[src/hw/rtl/b3sh_pkg.sv]
// ----------------------------------------------------------------------------
// b3sh_pkg
// Shared types, constants and the mixing function of the BLAKE3 stream hasher.
// ----------------------------------------------------------------------------
package b3sh_pkg;

  localparam int unsigned MaxTreeDepth = 54;
  localparam int unsigned InQueueDepth = 2;

  localparam logic [3:0] FlagStart  = 4'd1;
  localparam logic [3:0] FlagEnd    = 4'd2;
  localparam logic [3:0] FlagParent = 4'd4;
  localparam logic [3:0] FlagRoot   = 4'd8;

  localparam logic [6:0] BlockBytes = 7'd64;

  localparam logic [7:0][31:0] Iv = {
    32'h5BE0CD19, 32'h1F83D9AB, 32'h9B05688C, 32'h510E527F,
    32'hA54FF53A, 32'h3C6EF372, 32'hBB67AE85, 32'h6A09E667
  };

  localparam logic [15:0][3:0] MsgPerm = {
    4'd8, 4'd15, 4'd14, 4'd9, 4'd5, 4'd12, 4'd11, 4'd1,
    4'd13, 4'd4, 4'd0, 4'd7, 4'd10, 4'd3, 4'd6, 4'd2
  };

  typedef struct packed {
    logic [63:0] data_word;
    logic [3:0]  byte_count;
    logic        final_item;
  } in_item_t;

  typedef struct packed {
    logic [63:0] digest_word;
    logic        last_word;
  } out_item_t;

  // classified word as held between front and back
  typedef struct packed {
    logic [63:0] data;
    logic [3:0]  nbytes;
    logic        fin;
  } q_entry_t;

  typedef struct packed {
    logic [7:0][31:0]  cv;
    logic [15:0][31:0] blk;
    logic [63:0]       ctr;
    logic [6:0]        len;
    logic [3:0]        flags;
  } cmp_req_t;

  typedef struct packed {
    logic [31:0] a;
    logic [31:0] b;
    logic [31:0] c;
    logic [31:0] d;
  } g_t;

  function automatic g_t g_fn(logic [31:0] a, logic [31:0] b, logic [31:0] c,
                              logic [31:0] d, logic [31:0] x, logic [31:0] y);
    g_t r;
    r.a = a + b + x;
    r.d = d ^ r.a;
    r.d = {r.d[15:0], r.d[31:16]};
    r.c = c + r.d;
    r.b = b ^ r.c;
    r.b = {r.b[11:0], r.b[31:12]};
    r.a = r.a + r.b + y;
    r.d = r.d ^ r.a;
    r.d = {r.d[7:0], r.d[31:8]};
    r.c = r.c + r.d;
    r.b = r.b ^ r.c;
    r.b = {r.b[6:0], r.b[31:7]};
    return r;
  endfunction

endpackage

[src/hw/rtl/b3sh_in_queue.sv]
// ----------------------------------------------------------------------------
// b3sh_in_queue
// Front end: takes input words, works out the byte count, queues them.
// ----------------------------------------------------------------------------
module b3sh_in_queue #(
  parameter int unsigned Depth = b3sh_pkg::InQueueDepth,
  localparam int unsigned Pw = (Depth > 1) ? $clog2(Depth) : 1,
  localparam int unsigned Cw = $clog2(Depth + 1)
) (
  input  logic                clk_i,
  input  logic                rst_ni,
  input  logic                push_i,
  input  b3sh_pkg::in_item_t  item_i,
  output logic                full_o,
  output logic                valid_o,
  input  logic                take_i,
  output b3sh_pkg::q_entry_t  entry_o
);

  b3sh_pkg::q_entry_t slot_q [Depth];
  logic [Pw-1:0] wptr_q, wptr_d, rptr_q, rptr_d;
  logic [Cw-1:0] cnt_q, cnt_d;
  b3sh_pkg::q_entry_t cls;
  logic do_push, do_take;

  // non-last words always carry eight bytes; counts above eight clamp
  always_comb begin
    cls.data = item_i.data_word;
    cls.fin  = item_i.final_item;
    if (!item_i.final_item || item_i.byte_count > 4'd8) begin
      cls.nbytes = 4'd8;
    end else begin
      cls.nbytes = item_i.byte_count;
    end
  end

  assign full_o  = (cnt_q == Cw'(Depth));
  assign valid_o = (cnt_q != '0);
  assign do_push = push_i && !full_o;
  assign do_take = take_i && valid_o;
  assign entry_o = slot_q[rptr_q];

  always_comb begin
    wptr_d = wptr_q;
    rptr_d = rptr_q;
    cnt_d  = cnt_q;
    if (do_push) begin
      wptr_d = (wptr_q == Pw'(Depth - 1)) ? '0 : wptr_q + 1'b1;
    end
    if (do_take) begin
      rptr_d = (rptr_q == Pw'(Depth - 1)) ? '0 : rptr_q + 1'b1;
    end
    if (do_push && !do_take) begin
      cnt_d = cnt_q + 1'b1;
    end else if (!do_push && do_take) begin
      cnt_d = cnt_q - 1'b1;
    end
  end

  always_ff @(posedge clk_i or negedge rst_ni) begin
    if (!rst_ni) begin
      wptr_q <= '0;
      rptr_q <= '0;
      cnt_q  <= '0;
    end else begin
      wptr_q <= wptr_d;
      rptr_q <= rptr_d;
      cnt_q  <= cnt_d;
    end
  end

  always_ff @(posedge clk_i) begin
    if (do_push) begin
      slot_q[wptr_q] <= cls;
    end
  end

endmodule

[config.mk]
export PLATFORM = sky130hd
export DESIGN_NAME = b3sh_in_queue
export DESIGN_NICKNAME = d
export VERILOG_FILES = /design/src/hw/rtl/b3sh_pkg.sv /design/src/hw/rtl/b3sh_in_queue.sv
export SDC_FILE = /design/constraint.sdc
export NUM_CORES = 1
export LEC_CHECK = 0
export ABC_AREA = 1
export BUFFER_PORTS_ARGS = -buffer_cell sky130_fd_sc_hd__buf_2
export CORE_MARGIN = 8
export CORE_UTILIZATION = 35
export CTS_BUF_LIST = sky130_fd_sc_hd__clkbuf_8
export DETAILED_ROUTE_END_ITERATION = 10
export GPL_TIMING_DRIVEN = 1
export PLACE_DENSITY_LB_ADDON = 0.1
export SYNTH_ARGS = -nofsm -noshare
export SYNTH_HDL_FRONTEND = slang
export SYNTH_SLANG_ARGS = --single-unit
[constraint.sdc]
create_clock -name clk_i -period 5.5 [get_ports clk_i]
set_clock_uncertainty 0.05 [all_clocks]
set_input_delay 0.825 -clock clk_i [delete_from_list [all_inputs] [get_ports clk_i]]
set_output_delay 0.825 -clock clk_i [all_outputs]
set_load 0.02 [all_outputs]
==> summary.md <==
| Metric | Value |
|---|---|
| Buffers on Ports | approximately 140 |
| Commonest non-fill, non-tap cells in the layout | 219 x nand2_1, 143 x buf_2, 138 x edfxtp_1 |
| Clk root buf | clkbuf_8 |
| Post-route ant nets | 0 |
| Max-cap viol count | 0 |
| Initial Util | 35.3% |
| Syn Nets | ~480 |
| Placed cell area | a little over 6000 um2 |
| CP peak stage delay | roughly 0.91 ns |
| CP delay by family, top | flip-flops |
| Setup WS post-layout | about 2.3 ns |
| Post-Synthesis Cells | slightly above 400 |
| Reg2Reg Setup Slack | ~3.2 ns |
| Cell Area, Synth | ~5300 um2 |
| RSZ-0062 raised after global routing | no |
| Clock Latency Late Sink | 0.43 ns |
| DP Worst Slack | between 2 and 3 ns |
| WS Path Type | flop to output pin |
| TritonCTS clock tree | done |
| Routed vias | 3274 |
| Leak Pwr | between 2 and 3 nW |
| Power density cells | 552 nW/um2 |
| CP required | roughly 4.6 ns |
| Routed WL per cell | approximately 15 um |
| Post-CTS setup buffers | 0 |
| Crit path max-delay cell type | dfrtp_2 |
| WL final | approximately 12 mm |
| Status | finished, final reports clean |
| Final cell count without fillers | 752 |
| Grt ovf | 0 |
| TritonRoute pass-1 iters | 4 |
| CP startpoint kind | flop |
| Cells on worst reg2reg path | 6 |
| WP buf/inv | 2 |
| NumNets Final | 627 |
| Crit share post-route | about 58% |
| Crit path cell chain | inv_4 > nand2_1 > nand2_1 > buf_2 |
| First-pass GRT wire length | 17.8 mm |
| Global Route Usage Sum | between 10% and 20% |
| Starting DRT DRC Count | 198 |
| Num CTS Buffers | 17 |
| Hold_buf cts | 0 |
| Slew Limit Fails | 0 |
| Max IR drop VDD | slightly below 0.2 mV |
| Initial antenna violation count | 2 |
| Die X | between 100 and 150 um |
| DRC violations left | 0 |
| Gpl congestion | 0.740 |
| Placeable Area | ~15000 um2 |
| Slew @ Worst Pin | 0.958 ns |
| Via density | between 4 and 5 |
| Area Overhead vs Synth | 23.0% |
| Num Clock Sinks | about 140 |
| Vias in the first global route | about 3400 |
| I/O pin total | about 140 |
| Share of layout cells above drive strength 1 | roughly a third |
| Setup Viol. Count Final | 0 |
| Critical Path End Type | output pin |
| Worst-path clk slew | approximately 0.070 ns |
| Max-Slew Margin vs Limit | 36.1% |
| Resized Gates After CTS | 0 |
| Fin crit period | around 3.2 ns |
| Synth unique cells | 18 |
| Sequential Area | between 4000 and 5000 um2 |
| Crit. Startpoint | rptr_q |
| Detailed Place HPWL | around 7.3 mm |
| Fin Hold WS | roughly 0.14 ns |
| WP data arrival | 2.31 ns |
| Avg Inst Size Synth | around 13 um2 |
| Filler cells | 1384 |
| Total power | roughly 3.6 mW |
| Antenna cells | 0 |
| Final hold vios | 0 |
| Setup TNS | 0 ns |
| Reg-to-Reg Start | cnt_q[1] |
| Ys Warns | 0 |
| Most common cell after layout, fill and taps aside | nand2_1 |
| Dpl cells | 722 |
| CP max FO | 70 |
| Row cnt | between 40 and 50 |
| Worst r2r dst | slot_q[0][8] |
| Fmax achieved | 0.314 GHz |
| Core Util, Final | between 40% and 50% |
| Pin count of the biggest net entering global routing | between 70 and 80 |
| Instance count on the critical path | 4 |
| Clk buf depth | 2 |
| CP endpoint | entry_o[53] |
| Min-delay worst type | primary input to asynchronous set/reset pin |
| Multi-input logic area | 918 um2 |
| Synth Register Bits | 142 |
| H-tree Lvls | 4 |
| Final Cell Area | roughly 6500 um2 |
| Register area share after synthesis | ~80% |
| Die height | between 100 and 150 um |
| Most frequent cell on the critical path | nand2_1 |
| Die area | about 19000 um2 |
## report_power, final
group          switching, mW  leakage [nW]  total (mW)  internal [mW]
combinational          0.928          1.33        1.28          0.352
sequential             0.103          1.33        1.58           1.48
clock                  0.358         0.181       0.741          0.383
## layout make-up
cell class / count / area share, %
Sequential cell: 142 / 65.0
Multi-Input combinational cell: 234 / 14.1
Tap cell: 188 / 3.60
Clock inverter: 13 / 1.67
Timing Repair Buffer: 146 / 11.3
Clock buffer: 17 / 3.58
Inverter: 12 / 0.728
## state kept, by name (all words and copies together) (netlist names)
register  flops
rptr_q        1
cnt_q         2
slot_q      138
wptr_q        1
## cell usage after synthesis (all sizes together)
master	instances	share of area [%]
nand4	1	0.12
a21boi	1	0.14
nor2	6	0.52
edfxtp	138	78
o21ai	1	0.094
ha	1	0.24
xnor2	1	0.17
inv	12	0.90
nand2	220	16
dfrtp	4	1.9
nand3	3	0.28
buf	15	1.9
## kinds of logic after synthesis
family | synth area share [%]
xor+xnor | 0.165
simple gates | 16.5
buf+inv | 2.83
compound gates | 0.236
flops | 80.0
fa+ha+maj | 0.236
## worst min path at each step
stage,to,from,slack [ns],cells past startpoint
finish,cnt_q[0],rst_ni,0.14,1
global route,cnt_q[0],rst_ni,0.11,1
CTS,cnt_q[0],rst_ni,0.10,1
detailed placement,cnt_q[1],cnt_q[1],0.41,2
global placement,cnt_q[1],cnt_q[1],0.41,2
floorplan,cnt_q[1],cnt_q[1],0.39,2
## metal layers
layer	global-route usage [%]	up-vias	wire, um
li1	-	1641	-
met1	13.7	1524	5120
met2	19.0	93	5380
met3	6.40	12	888
met4	4.33	4	120
met5	0	-	32
Note: power is estimated with default switching activity, not from simulation.
